## src/rtl/mptl_pkg.sv

```systemverilog
// Shared constants, codes and structures of the MIDI patch table lookup.
package mptl_pkg;

    localparam int TABLE_DEPTH = 64;
    localparam int IDX_W       = $clog2(TABLE_DEPTH);
    localparam int CNT_W       = $clog2(TABLE_DEPTH + 1);
    localparam int ENTRY_W     = 30;
    localparam int PATCH_W     = 24;
    localparam int BANK_W      = 9;

    localparam logic [CNT_W-1:0] DEPTH_CNT = CNT_W'(TABLE_DEPTH);

    // Operation codes.
    localparam logic [1:0] OP_WRITE = 2'd0;
    localparam logic [1:0] OP_FIND  = 2'd1;
    localparam logic [1:0] OP_NEXT  = 2'd2;
    localparam logic [1:0] OP_PREV  = 2'd3;

    // Result status codes.
    localparam logic [1:0] STAT_WRITTEN = 2'd0;
    localparam logic [1:0] STAT_FOUND   = 2'd1;
    localparam logic [1:0] STAT_NONE    = 2'd2;
    localparam logic [1:0] STAT_GM_DRUM = 2'd3;

    // Song modes.
    localparam logic [1:0] MODE_GM    = 2'd0;
    localparam logic [1:0] MODE_GS    = 2'd1;
    localparam logic [1:0] MODE_XG    = 2'd2;
    localparam logic [1:0] MODE_OTHER = 2'd3;

    // Configuration register indexes.
    localparam logic REG_ENTRIES = 1'b0;
    localparam logic REG_DRUM    = 1'b1;

    localparam logic [7:0]         BYTE_ANY   = 8'hFF;
    localparam logic [BANK_W-1:0]  BANK_ANY   = 9'h1FF;
    localparam logic [PATCH_W-1:0] GM_DRUM_KIT = 24'hFFFF00;

    typedef struct packed {
        logic [1:0]        opcode;
        logic [IDX_W-1:0]  entry_index;
        logic [2:0]        entry_types;
        logic [7:0]        entry_prog;
        logic [BANK_W-1:0] entry_high_bank;
        logic [BANK_W-1:0] entry_low_bank;
        logic              entry_is_drum;
        logic [3:0]        channel;
        logic [PATCH_W-1:0] query_patch;
        logic              query_unknown;
        logic [1:0]        song_mode;
        logic              want_drum;
    } in_item_t;

    typedef struct packed {
        logic [1:0]         status;
        logic [IDX_W-1:0]   match_index;
        logic [PATCH_W-1:0] patch_word;
    } result_t;

    // Query as the compare unit sees it for the whole scan.
    typedef struct packed {
        logic       is_find;
        logic [2:0] tmask;
        logic       hb_use;
        logic       lb_use;
        logic       any_drum;
        logic       drumchan;
        logic [7:0] prog;
        logic [7:0] qh;
        logic [7:0] ql;
    } query_t;

    typedef struct packed {
        logic               listed;
        logic               find_hit;
        logic               list_eq;
        logic [PATCH_W-1:0] word;
    } match_t;

endpackage

```

## src/rtl/mptl_ram.sv

```systemverilog
// Generic single-write, single-read RAM with registered read data.
module mptl_ram #(
    parameter int DATA_W = 30,
    parameter int DEPTH  = 64,
    parameter int ADDR_W = $clog2(DEPTH)
) (
    input  logic              aclk,
    input  logic              we,
    input  logic [ADDR_W-1:0] waddr,
    input  logic [DATA_W-1:0] wdata,
    input  logic [ADDR_W-1:0] raddr,
    output logic [DATA_W-1:0] rdata
);

    logic [DATA_W-1:0] mem_reg [DEPTH];
    logic [DATA_W-1:0] rdata_reg;

    always_ff @(posedge aclk) begin
        if (we) begin
            mem_reg[waddr] <= wdata;
        end
        rdata_reg <= mem_reg[raddr];
    end

    assign rdata = rdata_reg;

endmodule

```

## src/rtl/mptl_match.sv

```systemverilog
// Entry compare unit: mode filter, find match, list equality and result packing.
module mptl_match import mptl_pkg::*; (
    input  logic [ENTRY_W-1:0] entry,
    input  query_t             query,
    output match_t             result
);

    logic [2:0]        types;
    logic [7:0]        prog;
    logic [BANK_W-1:0] hbank;
    logic [BANK_W-1:0] lbank;
    logic              drum;
    logic              filt;
    logic              hb_ok;
    logic              lb_ok;
    logic [BANK_W-1:0] eh9;
    logic [BANK_W-1:0] el9;
    logic [BANK_W-1:0] qh9;
    logic [BANK_W-1:0] ql9;

    always_comb begin
        types = entry[2:0];
        prog  = entry[10:3];
        hbank = entry[19:11];
        lbank = entry[28:20];
        drum  = entry[29];

        filt = (|(types & query.tmask)) && (query.any_drum || (drum == query.drumchan));

        hb_ok = !query.hb_use || (hbank == BANK_ANY) || (hbank == {1'b0, query.qh});
        lb_ok = !query.lb_use || (lbank == BANK_ANY) || (lbank == {1'b0, query.ql});

        // In list form a bank that the mode ignores counts as any bank.
        eh9 = (!query.hb_use || (hbank == BANK_ANY)) ? BANK_ANY : hbank;
        el9 = (!query.lb_use || (lbank == BANK_ANY)) ? BANK_ANY : lbank;
        qh9 = (query.qh == BYTE_ANY) ? BANK_ANY : {1'b0, query.qh};
        ql9 = (query.ql == BYTE_ANY) ? BANK_ANY : {1'b0, query.ql};

        result.listed   = filt;
        result.find_hit = filt && (prog == query.prog) && hb_ok && lb_ok;
        result.list_eq  = filt && (prog == query.prog) && (eh9 == qh9) && (el9 == ql9);
        if (query.is_find) begin
            result.word = {hbank[7:0], lbank[7:0], prog};
        end else begin
            result.word = {eh9[7:0], el9[7:0], prog};
        end
    end

endmodule

```

## src/rtl/mptl_ctrl.sv

```systemverilog
// Scan sequencer: table RAM, shared compare unit, running search state, result register.
module mptl_ctrl import mptl_pkg::*; (
    input  logic             aclk,
    input  logic             aresetn,
    input  logic             in_valid,
    output logic             in_ready,
    input  in_item_t         in_item,
    input  logic [CNT_W-1:0] entries_in_use,
    input  logic [3:0]       drum_channel,
    output logic             out_valid,
    input  logic             out_ready,
    output result_t          out_item
);

    typedef enum logic [1:0] {
        S_IDLE,
        S_SCAN,
        S_DONE
    } state_t;

    state_t             state_reg;
    query_t             query_reg;
    logic [1:0]         op_reg;
    logic [CNT_W-1:0]   n_reg;
    logic [CNT_W-1:0]   addr_reg;
    logic               pend_valid_reg;
    logic [IDX_W-1:0]   pend_idx_reg;
    result_t            res_reg;
    result_t            out_reg;
    logic               out_valid_reg;

    logic               any_reg;
    logic               found_reg;
    logic               run_reg;
    logic               prev_set_reg;
    logic               next_set_reg;
    logic               hit_reg;
    logic [IDX_W-1:0]   first_idx_reg;
    logic [PATCH_W-1:0] first_word_reg;
    logic [IDX_W-1:0]   last_idx_reg;
    logic [PATCH_W-1:0] last_word_reg;
    logic [IDX_W-1:0]   prev_idx_reg;
    logic [PATCH_W-1:0] prev_word_reg;
    logic [IDX_W-1:0]   next_idx_reg;
    logic [PATCH_W-1:0] next_word_reg;
    logic [IDX_W-1:0]   hit_idx_reg;
    logic [PATCH_W-1:0] hit_word_reg;

    logic               accept;
    logic               ram_we;
    logic [ENTRY_W-1:0] ram_wdata;
    logic [ENTRY_W-1:0] ram_rdata;
    match_t             cmp;
    query_t             query_in;
    logic               drumchan_in;
    logic [CNT_W-1:0]   n_in;

    assign in_ready  = (state_reg == S_IDLE);
    assign accept    = in_valid && in_ready;
    assign ram_we    = accept && (in_item.opcode == OP_WRITE);
    assign ram_wdata = {in_item.entry_is_drum, in_item.entry_low_bank,
                        in_item.entry_high_bank, in_item.entry_prog, in_item.entry_types};
    assign out_valid = out_valid_reg;
    assign out_item  = out_reg;

    mptl_ram #(
        .DATA_W (ENTRY_W),
        .DEPTH  (TABLE_DEPTH)
    ) u_ram (
        .aclk  (aclk),
        .we    (ram_we),
        .waddr (in_item.entry_index),
        .wdata (ram_wdata),
        .raddr (addr_reg[IDX_W-1:0]),
        .rdata (ram_rdata)
    );

    mptl_match u_match (
        .entry  (ram_rdata),
        .query  (query_reg),
        .result (cmp)
    );

    always_comb begin
        drumchan_in = (in_item.channel == drum_channel);
        n_in = (entries_in_use > DEPTH_CNT) ? DEPTH_CNT : entries_in_use;

        query_in.is_find  = (in_item.opcode == OP_FIND);
        query_in.any_drum = in_item.want_drum && (in_item.song_mode != MODE_GM);
        query_in.drumchan = drumchan_in;
        query_in.prog     = in_item.query_patch[7:0];
        query_in.ql       = in_item.query_patch[15:8];
        query_in.qh       = in_item.query_patch[23:16];
        case (in_item.song_mode)
            MODE_GM: begin
                query_in.tmask  = 3'b001;
                query_in.hb_use = 1'b0;
                query_in.lb_use = 1'b0;
            end
            MODE_GS: begin
                query_in.tmask  = 3'b010;
                query_in.hb_use = 1'b1;
                query_in.lb_use = 1'b0;
            end
            MODE_XG: begin
                query_in.tmask  = 3'b100;
                query_in.hb_use = 1'b1;
                query_in.lb_use = 1'b1;
            end
            default: begin
                query_in.tmask  = 3'b001;
                query_in.hb_use = 1'b1;
                query_in.lb_use = 1'b1;
            end
        endcase
    end

    always_ff @(posedge aclk) begin
        if (!aresetn) begin
            state_reg      <= S_IDLE;
            out_valid_reg  <= 1'b0;
            pend_valid_reg <= 1'b0;
        end else begin
            // In S_DONE the output register is reloaded below instead.
            if (out_valid_reg && out_ready && (state_reg != S_DONE)) begin
                out_valid_reg <= 1'b0;
            end

            case (state_reg)
                S_IDLE: begin
                    if (accept) begin
                        query_reg      <= query_in;
                        op_reg         <= in_item.opcode;
                        n_reg          <= n_in;
                        addr_reg       <= '0;
                        pend_valid_reg <= 1'b0;
                        any_reg        <= 1'b0;
                        found_reg      <= 1'b0;
                        run_reg        <= 1'b0;
                        prev_set_reg   <= 1'b0;
                        next_set_reg   <= 1'b0;
                        hit_reg        <= 1'b0;
                        if (in_item.opcode == OP_WRITE) begin
                            res_reg   <= '{STAT_WRITTEN, in_item.entry_index, '0};
                            state_reg <= S_DONE;
                        end else if (query_in.is_find && (in_item.query_unknown ||
                                     (query_in.prog == BYTE_ANY))) begin
                            res_reg   <= '{STAT_NONE, '0, '0};
                            state_reg <= S_DONE;
                        end else if (query_in.is_find && (in_item.song_mode == MODE_GM) &&
                                     drumchan_in) begin
                            res_reg   <= '{STAT_GM_DRUM, '0, GM_DRUM_KIT};
                            state_reg <= S_DONE;
                        end else begin
                            state_reg <= S_SCAN;
                        end
                    end
                end

                S_SCAN: begin
                    // One read is issued per cycle; its data is judged in the next cycle.
                    if (addr_reg < n_reg) begin
                        pend_valid_reg <= 1'b1;
                        pend_idx_reg   <= addr_reg[IDX_W-1:0];
                        addr_reg       <= addr_reg + 1'b1;
                    end else begin
                        pend_valid_reg <= 1'b0;
                    end

                    if (pend_valid_reg) begin
                        if (query_reg.is_find) begin
                            if (cmp.find_hit && !hit_reg) begin
                                hit_reg      <= 1'b1;
                                hit_idx_reg  <= pend_idx_reg;
                                hit_word_reg <= cmp.word;
                            end
                        end else if (cmp.listed) begin
                            if (!any_reg) begin
                                first_idx_reg  <= pend_idx_reg;
                                first_word_reg <= cmp.word;
                            end
                            any_reg       <= 1'b1;
                            last_idx_reg  <= pend_idx_reg;
                            last_word_reg <= cmp.word;
                            if (!found_reg) begin
                                if (cmp.list_eq) begin
                                    found_reg <= 1'b1;
                                    run_reg   <= 1'b1;
                                    // The entry listed just before the first equal one.
                                    if (any_reg) begin
                                        prev_set_reg  <= 1'b1;
                                        prev_idx_reg  <= last_idx_reg;
                                        prev_word_reg <= last_word_reg;
                                    end
                                end
                            end else if (run_reg && !cmp.list_eq) begin
                                run_reg       <= 1'b0;
                                next_set_reg  <= 1'b1;
                                next_idx_reg  <= pend_idx_reg;
                                next_word_reg <= cmp.word;
                            end
                        end
                    end

                    if (!(addr_reg < n_reg) && !pend_valid_reg) begin
                        state_reg <= S_DONE;
                        if (query_reg.is_find) begin
                            if (hit_reg) begin
                                res_reg <= '{STAT_FOUND, hit_idx_reg, hit_word_reg};
                            end else begin
                                res_reg <= '{STAT_NONE, '0, '0};
                            end
                        end else if (!any_reg) begin
                            res_reg <= '{STAT_NONE, '0, '0};
                        end else if (!found_reg) begin
                            res_reg <= '{STAT_FOUND, first_idx_reg, first_word_reg};
                        end else if (op_reg == OP_NEXT) begin
                            if (next_set_reg) begin
                                res_reg <= '{STAT_FOUND, next_idx_reg, next_word_reg};
                            end else begin
                                res_reg <= '{STAT_FOUND, first_idx_reg, first_word_reg};
                            end
                        end else begin
                            if (prev_set_reg) begin
                                res_reg <= '{STAT_FOUND, prev_idx_reg, prev_word_reg};
                            end else begin
                                res_reg <= '{STAT_FOUND, last_idx_reg, last_word_reg};
                            end
                        end
                    end
                end

                S_DONE: begin
                    if (!out_valid_reg || out_ready) begin
                        out_reg       <= res_reg;
                        out_valid_reg <= 1'b1;
                        state_reg     <= S_IDLE;
                    end
                end

                default: begin
                    state_reg <= S_IDLE;
                end
            endcase
        end
    end

endmodule

```

## src/rtl/midi_patch_table_lookup.sv

```systemverilog
// A write goes straight to the result register; find, next and previous scan the first
// entries_in_use entries (at most 64), reading one RAM entry per cycle through the shared
// compare unit, unless a find is answered without a scan (unknown patch or GM drum).
// A new beat is taken once the last one has left the sequencer, also while its result waits.
// Reset (aresetn, synchronous, active low) clears the sequencer and output valid, sets
// entries_in_use to 0 and drum_channel to 9; table contents are undefined until written.
module midi_patch_table_lookup import mptl_pkg::*; (
    input  logic        aclk,
    input  logic        aresetn,

    input  logic        psel,
    input  logic        penable,
    input  logic        pwrite,
    input  logic [2:0]  paddr,
    input  logic [31:0] pwdata,
    output logic [31:0] prdata,
    output logic        pready,

    input  logic        s_tvalid,
    output logic        s_tready,
    // entry_index, entry_types, entry_prog, entry_high_bank, entry_low_bank,
    // entry_is_drum, channel, query_patch, query_unknown, song_mode, want_drum
    input  logic [71:0] s_tdata,
    // opcode
    input  logic [1:0]  s_tuser,

    output logic        m_tvalid,
    input  logic        m_tready,
    // match_index, patch_word
    output logic [31:0] m_tdata,
    // status
    output logic [1:0]  m_tuser
);

    logic [CNT_W-1:0] entries_in_use_reg;
    logic [3:0]       drum_channel_reg;
    logic             cfg_write;
    in_item_t         item;
    result_t          res;

    assign pready    = 1'b1;
    assign cfg_write = psel && penable && pwrite && pready;

    always_ff @(posedge aclk) begin
        if (!aresetn) begin
            entries_in_use_reg <= '0;
            drum_channel_reg   <= 4'd9;
        end else if (cfg_write) begin
            if (paddr[2] == REG_ENTRIES) begin
                entries_in_use_reg <= pwdata[CNT_W-1:0];
            end else begin
                drum_channel_reg <= pwdata[3:0];
            end
        end
    end

    always_comb begin
        if (paddr[2] == REG_DRUM) begin
            prdata = {28'd0, drum_channel_reg};
        end else begin
            prdata = {{(32-CNT_W){1'b0}}, entries_in_use_reg};
        end
    end

    always_comb begin
        item.opcode          = s_tuser;
        item.entry_index     = s_tdata[5:0];
        item.entry_types     = s_tdata[8:6];
        item.entry_prog      = s_tdata[16:9];
        item.entry_high_bank = s_tdata[25:17];
        item.entry_low_bank  = s_tdata[34:26];
        item.entry_is_drum   = s_tdata[35];
        item.channel         = s_tdata[39:36];
        item.query_patch     = s_tdata[63:40];
        item.query_unknown   = s_tdata[64];
        item.song_mode       = s_tdata[66:65];
        item.want_drum       = s_tdata[67];
    end

    mptl_ctrl u_ctrl (
        .aclk           (aclk),
        .aresetn        (aresetn),
        .in_valid       (s_tvalid),
        .in_ready       (s_tready),
        .in_item        (item),
        .entries_in_use (entries_in_use_reg),
        .drum_channel   (drum_channel_reg),
        .out_valid      (m_tvalid),
        .out_ready      (m_tready),
        .out_item       (res)
    );

    assign m_tdata = {2'b00, res.patch_word, res.match_index};
    assign m_tuser = res.status;

endmodule

```

## config.mk

```make
export PLATFORM = sky130hd
export DESIGN_NAME = midi_patch_table_lookup
export DESIGN_NICKNAME = d
export VERILOG_FILES = /design/src/rtl/mptl_pkg.sv /design/src/rtl/mptl_ram.sv /design/src/rtl/mptl_match.sv /design/src/rtl/mptl_ctrl.sv /design/src/rtl/midi_patch_table_lookup.sv
export SDC_FILE = /design/constraint.sdc
export NUM_CORES = 2
export LEC_CHECK = 0
export ABC_AREA = 1
export BUFFER_PORTS_ARGS = -buffer_cell sky130_fd_sc_hd__buf_2
export CORE_ASPECT_RATIO = 0.9
export CORE_MARGIN = 1
export CORE_UTILIZATION = 50
export CTS_BUF_LIST = sky130_fd_sc_hd__clkbuf_8
export CTS_CLUSTER_SIZE = 25
export DETAILED_ROUTE_END_ITERATION = 12
export HOLD_SLACK_MARGIN = 0.15
export PLACE_DENSITY = 0.72
export SETUP_SLACK_MARGIN = 0.1
export SKIP_LAST_GASP = 1
export SYNTH_ARGS = -nofsm -noshare
export SYNTH_HDL_FRONTEND = slang
export SYNTH_SLANG_ARGS = --single-unit
```

## constraint.sdc

```tcl
create_clock -name aclk -period 20.6 [get_ports aclk]
set_clock_uncertainty 0.2 [all_clocks]
set_input_delay 4.12 -clock aclk [delete_from_list [all_inputs] [get_ports aclk]]
set_output_delay 4.12 -clock aclk [all_outputs]
set_load 0.05 [all_outputs]
```

# Word-level counts from Yosys, hierarchy flattened
# Memory sizes are Yosys's and may differ from the RTL's. A register that Yosys moved wholly into a read port is not among the register bits.
# Index checks and enable logic that the tools add are counted.
# totals
ff_bits	289
ramBits	1920
in_bits	116
word_cells	215
n_memories	1
# classes
add_sub_neg	1
magnitude_cmp	2
eq_ne	36
muxes	72
bitwise_logic	5
reduce_logical	58
# memory_table
name	words	word_bits	rd	rd_clocked_by_memory_dff	wr	line_no	text
u_ctrl.u_ram.mem_reg	64	30	1	1	1	mptl_ram.sv:15	logic [DATA_W-1:0] mem_reg [DEPTH];
# op_table
operator	n
$mux 32	10
$pmux 32 s2	1
$mux 30	2
$mux 9	4
$mux 1	35
$eq 8x8->1 const B	3
$mux 24	1
$reduce_and 8->1	3
$mux 7	3
$ne 2x1->1 const B	10
$logic_and 1x1->1	19
$eq 9x8->1	2
$eq 9x9->1	2
$eq 9x9->1 const B	2
$reduce_and 6->1	3
$pmux 5 s3	1
$reduce_and 5->1	3
$pmux 1 s2	7
$pmux 7 s2	1
$mux 2	6
$reduce_and 3->1	4
$ne 2x2->1 const B	5
$reduce_and 9->1	1
$eq 8x8->1	1
other kinds (21)	45

# Logic depth before layout (Yosys ltp)
# depth
depth_word	14
mapped_depth	13
depth_no_buf	13

# By module
# Synthesis repeated with hierarchy kept, for this count alone.
# unflattened
hier_cells	7714
area_unflattened_um2	90843.4
# by_module_without_submodules
mod	instances	cells_each	area_each_um2
mptl_ram	1	6531	78079.9
mptl_ctrl	1	844	10923.0
mptl_match	1	220	1028.5
midi_patch_table_lookup	1	119	812.0

# Worst setup path after synthesis
# No wires, ideal clock.
# synth_path
path_kind	input-to-output
startpoint	input port paddr[2]
endpoint	output port prdata[1]
t_arrival_ns	5.414
required_ns	16.280
path_slack_ns	10.866
cell_stages	2
cell_sequence	clkbuf_1 > o21ai_0
# synth_via
elab_chain_cells	1
# synth_lines
item	line_no	text
from (decl)	midi_patch_table_lookup.sv:14	input logic [2:0] paddr,
$mux 7	midi_patch_table_lookup.sv:58	if (paddr[2] == REG_DRUM) begin
to (decl)	midi_patch_table_lookup.sv:16	output logic [31:0] prdata,
# No other way between the ends.

# Worst setup path in the final report
# layout_path
startpoint	input port paddr[2]
endpoint	output port prdata[0]
# The elaborated chain is that of the path after synthesis.

==> impl.org <==
** Run status
- Outcome :: finished, final reports clean

** Power
- For this design the ratio of total power to cell area is 98.0 mW/mm².
- The internal power of the cells totals 6970 µW.
- Standby leakage power :: 0.0313 µW
- Switching Fraction :: 0.263
- Clock Power Share :: 0.354
- Proportion of power drawn by combinational gates :: 0.107
- Switching component of the power :: 2490 µW
- Of the total power, registers draw 0.539.
- After layout, the design draws a total of 9460 µW.
- VDD sags by at most 77.0 µV.

** CTS
- Post-CTS clock slew at the launch and capture registers of the worst setup and hold paths :: 0.06 ns
- Post-CTS setup buffer count :: 0
- Hold repair after CTS inserted 0 buffers.
- At the later pin of the worst-skew pair, clock insertion delay measures 1.04 ns.
- CTS Buffer Depth :: 4
- Clock tree synthesis inserted a total of 345 buffers.
- Count of clock tree sinks :: 2239
- The H-tree was split into 5 levels.
- The number of gates resized after CTS was 0.
- Root buffer selected by CTS :: clkbuf_8
- Clock tree from TritonCTS :: done

** Logic synthesis
- In the synthesized netlist the dominant register cell turns out to be edfxtp_1.
- Cell count after synthesis :: 6526
- Share of flip-flops with an asynchronous set or reset after synthesis :: 0
- Of the synthesized area, sequential elements account for 0.762.
- In this run, distinct cell masters in the synthesized netlist total 42.
- The synthesized netlist occupies a cell area of 0.0877 mm².
- Avg Cell Area, Syn :: 13.4 µm²
- Count of synthesis-stage warnings from yosys :: 0
- The synthesized design contains 2239 register bits.
- Count of flip-flops with a built-in enable after synthesis :: 2194

** Floorplanning
- Area inside the core boundary :: 0.174 mm²
- After floorplanning, the core was divided into 145 placement rows.
- The die covers 0.177 mm².
- IO Pins :: 185
- In this run the horizontal extent of the chip is 443 µm.
- Die height :: 399 µm
- Initial Utilization :: 0.505

** Route
- Wire length on met2 :: 104000 µm
- Vias after detailed routing :: 56221
- The detail route stage leaves a number of antenna-violating nets equal to 0.
- Count of unresolved DRC violations after routing :: 0
- Highest Signal Layer :: met5
- The pre-antenna-repair detailed-routing pass consisted of 8 iterations.
- Number of design-rule violations left by the first detailed-router iteration :: 8308
- Wire per inst :: 25.2 µm
- Metal3 WL :: 30300 µm
- Dividing the detail-routed via count by the number of cells gives 6.10.
- Length of routed wiring on met1 :: 90300 µm
- Post-Route WL :: 232000 µm

** GRT
- Initial antenna violation count :: 14
- The total overflow left after global routing is 0.
- The first global-routing pass estimated 337000 µm of wire.
- The via count of the first global-routing pass is 53137.
- Overall global routing resource usage :: 0.257
- Largest net degree at the start of global routing :: 193

** Setup path
- Largest fanout on the critical path :: 13
- Critical path class :: primary input to output pin
- Data on the critical path arrives at its endpoint at 4.85 ns.
- STA puts the critical path data required time at 16.28 ns.
- Worst setup SP type :: primary input
- Critical Path End Type :: output pin

** STA
- The final hold violation count came to 0.
- Final critical-path required period :: 9.17 ns
- Max Clock Freq :: 109 MHz
- Number of endpoints failing setup at the final stage :: 0
- Final-report max-slew violation count :: 0
- Across all setup checks in the final design, the least slack found is 11.43 ns.
- Pin slew with the least headroom to its limit :: 1.30 ns
- Relative max-transition margin :: 0.134
- After routing, the total negative slack on setup checks comes to 0 ns.
- Dividing the final minimum period by the clock period gives 0.445.
- Unrepaired setup endpoints after global routing :: no

** Placed design
- Once detailed placement completed, the half-perimeter wirelength came to 120000 µm.
- Quantity of I/O buffers inserted on ports :: 125
- Once placement completed, the tool counted placed cells totaling 8619.
- Worst setup slack after placement :: 11.41 ns
- Final RePlAce weighted congestion :: 0.886

** Run
- Max_cap viols :: 0

** Layout
- Post-route core utilization :: 0.555
- Nets :: 6816
- In the final layout, the share of cells above drive strength 1 is 0.107.
- Post-route non-filler standard cell count :: 9216
- Flip-flop count of the largest register, all copies and words added :: 1920
- Layout Area Growth over Synthesis :: 10.0%

** Hold path
- The path class of the tightest hold or removal check is flip-flop to flip-flop.
## final timing paths
kind | from | to | slack, ns | cells after the start
max | paddr[2] | prdata[0] | 11.43 | 4
min | u_ctrl.res_reg[26]$_DFFE_PP_ | u_ctrl.out_item[26]$_DFFE_PP_ | 0.22 | 0
max reg2reg | u_ctrl.addr_reg[1]$_SDFFCE_PN0P_ | u_ctrl.u_ram.rdata[10]$_DFF_P_ | 15.09 | 10
min reg2reg | u_ctrl.res_reg[26]$_DFFE_PP_ | u_ctrl.out_item[26]$_DFFE_PP_ | 0.22 | 0
## layout by cell type, fill, tap and decap left out, types with 28 or more instances in the layout
cell      count
clkinv_1     82
o211ai_1     94
buf_4       122
nand4_1      58
nand3_1     225
clkbuf_8    356
a21oi_1     105
edfxtp_1   2194
buf_2       125
clkinv_2     33
o221ai_1    169
nor2_4       68
a32oi_1      30
conb_1       28
nand2_1     508
dfxtp_1      45
nor2_1     1078
o21ai_1      47
o21ai_0     980
inv_1       221
o22ai_1     294
## metrics by stage
| stage | hold WS, ns | instance area, µm² |
|---|---|---|
| CTS | 0.203 | 96500 |
| finish | 0.216 | 96500 |
| global placement | 0.201 | 90500 |
| global route | 0.215 | 96500 |
| floorplan | 0.200 | 87800 |
| detailed placement | 0.205 | 90500 |
## worst max-delay path, cell delays in order
cell     delay, ns
buf_2         0.26
nand2_1       0.08
o21ai_0       0.08
buf_2         0.30
## per-layer routing
metal  track usage  vias to the layer above
met2         0.386                     3528
met5             0                        -
li1              -                    24700
met4         0.101                        2
met3        0.0588                      437
met1         0.365                    27554
## synth_stat cells (30+ instances only)
master,count,area share
o221ai_1,169,0.017
clkbuf_1,264,0.011
o21ai_1,47,0.0027
nand2_1,508,0.022
o211ai_1,94,0.0080
nor2_1,1149,0.049
buf_6,46,0.0059
a32oi_1,30,0.0030
nand3_1,225,0.013
nand4_1,58,0.0041
o21ai_0,980,0.056
o22ai_1,294,0.021
inv_1,114,0.0049
buf_4,46,0.0039
edfxtp_1,2194,0.75
a21oi_1,105,0.0060
dfxtp_1,45,0.010
buf_2,103,0.0059
## logic make-up after synthesis
logic type      synth area share
compound gates             0.114
xor+xnor                0.000499
fa+ha+maj                0.00171
buf+inv                   0.0329
flops                      0.762
other cells            0.0000856
simple gates              0.0893
## power groups by stage
stage	Clock, µW	Sequential [µW]	Combinational [µW]
floorplan	0	5190	613
detailed placement	0	5190	988
global placement	0	5190	961
CTS	3370	5100	992
finish	3350	5100	1020
global route	3560	5100	1090
## layout make-up
cell class / instances / area (µm²)
fillers: 13536 / 77300
flip-flops and latches: 2239 / 66800
multi-input cells: 3729 / 18700
clock buffers: 356 / 4900
well taps: 2278 / 2850
repair buffers: 255 / 1700
clock inverters: 236 / 1110
inverters: 118 / 478
diodes: 5 / 12.5
No activity file was read; power rests on OpenSTA's default activity.
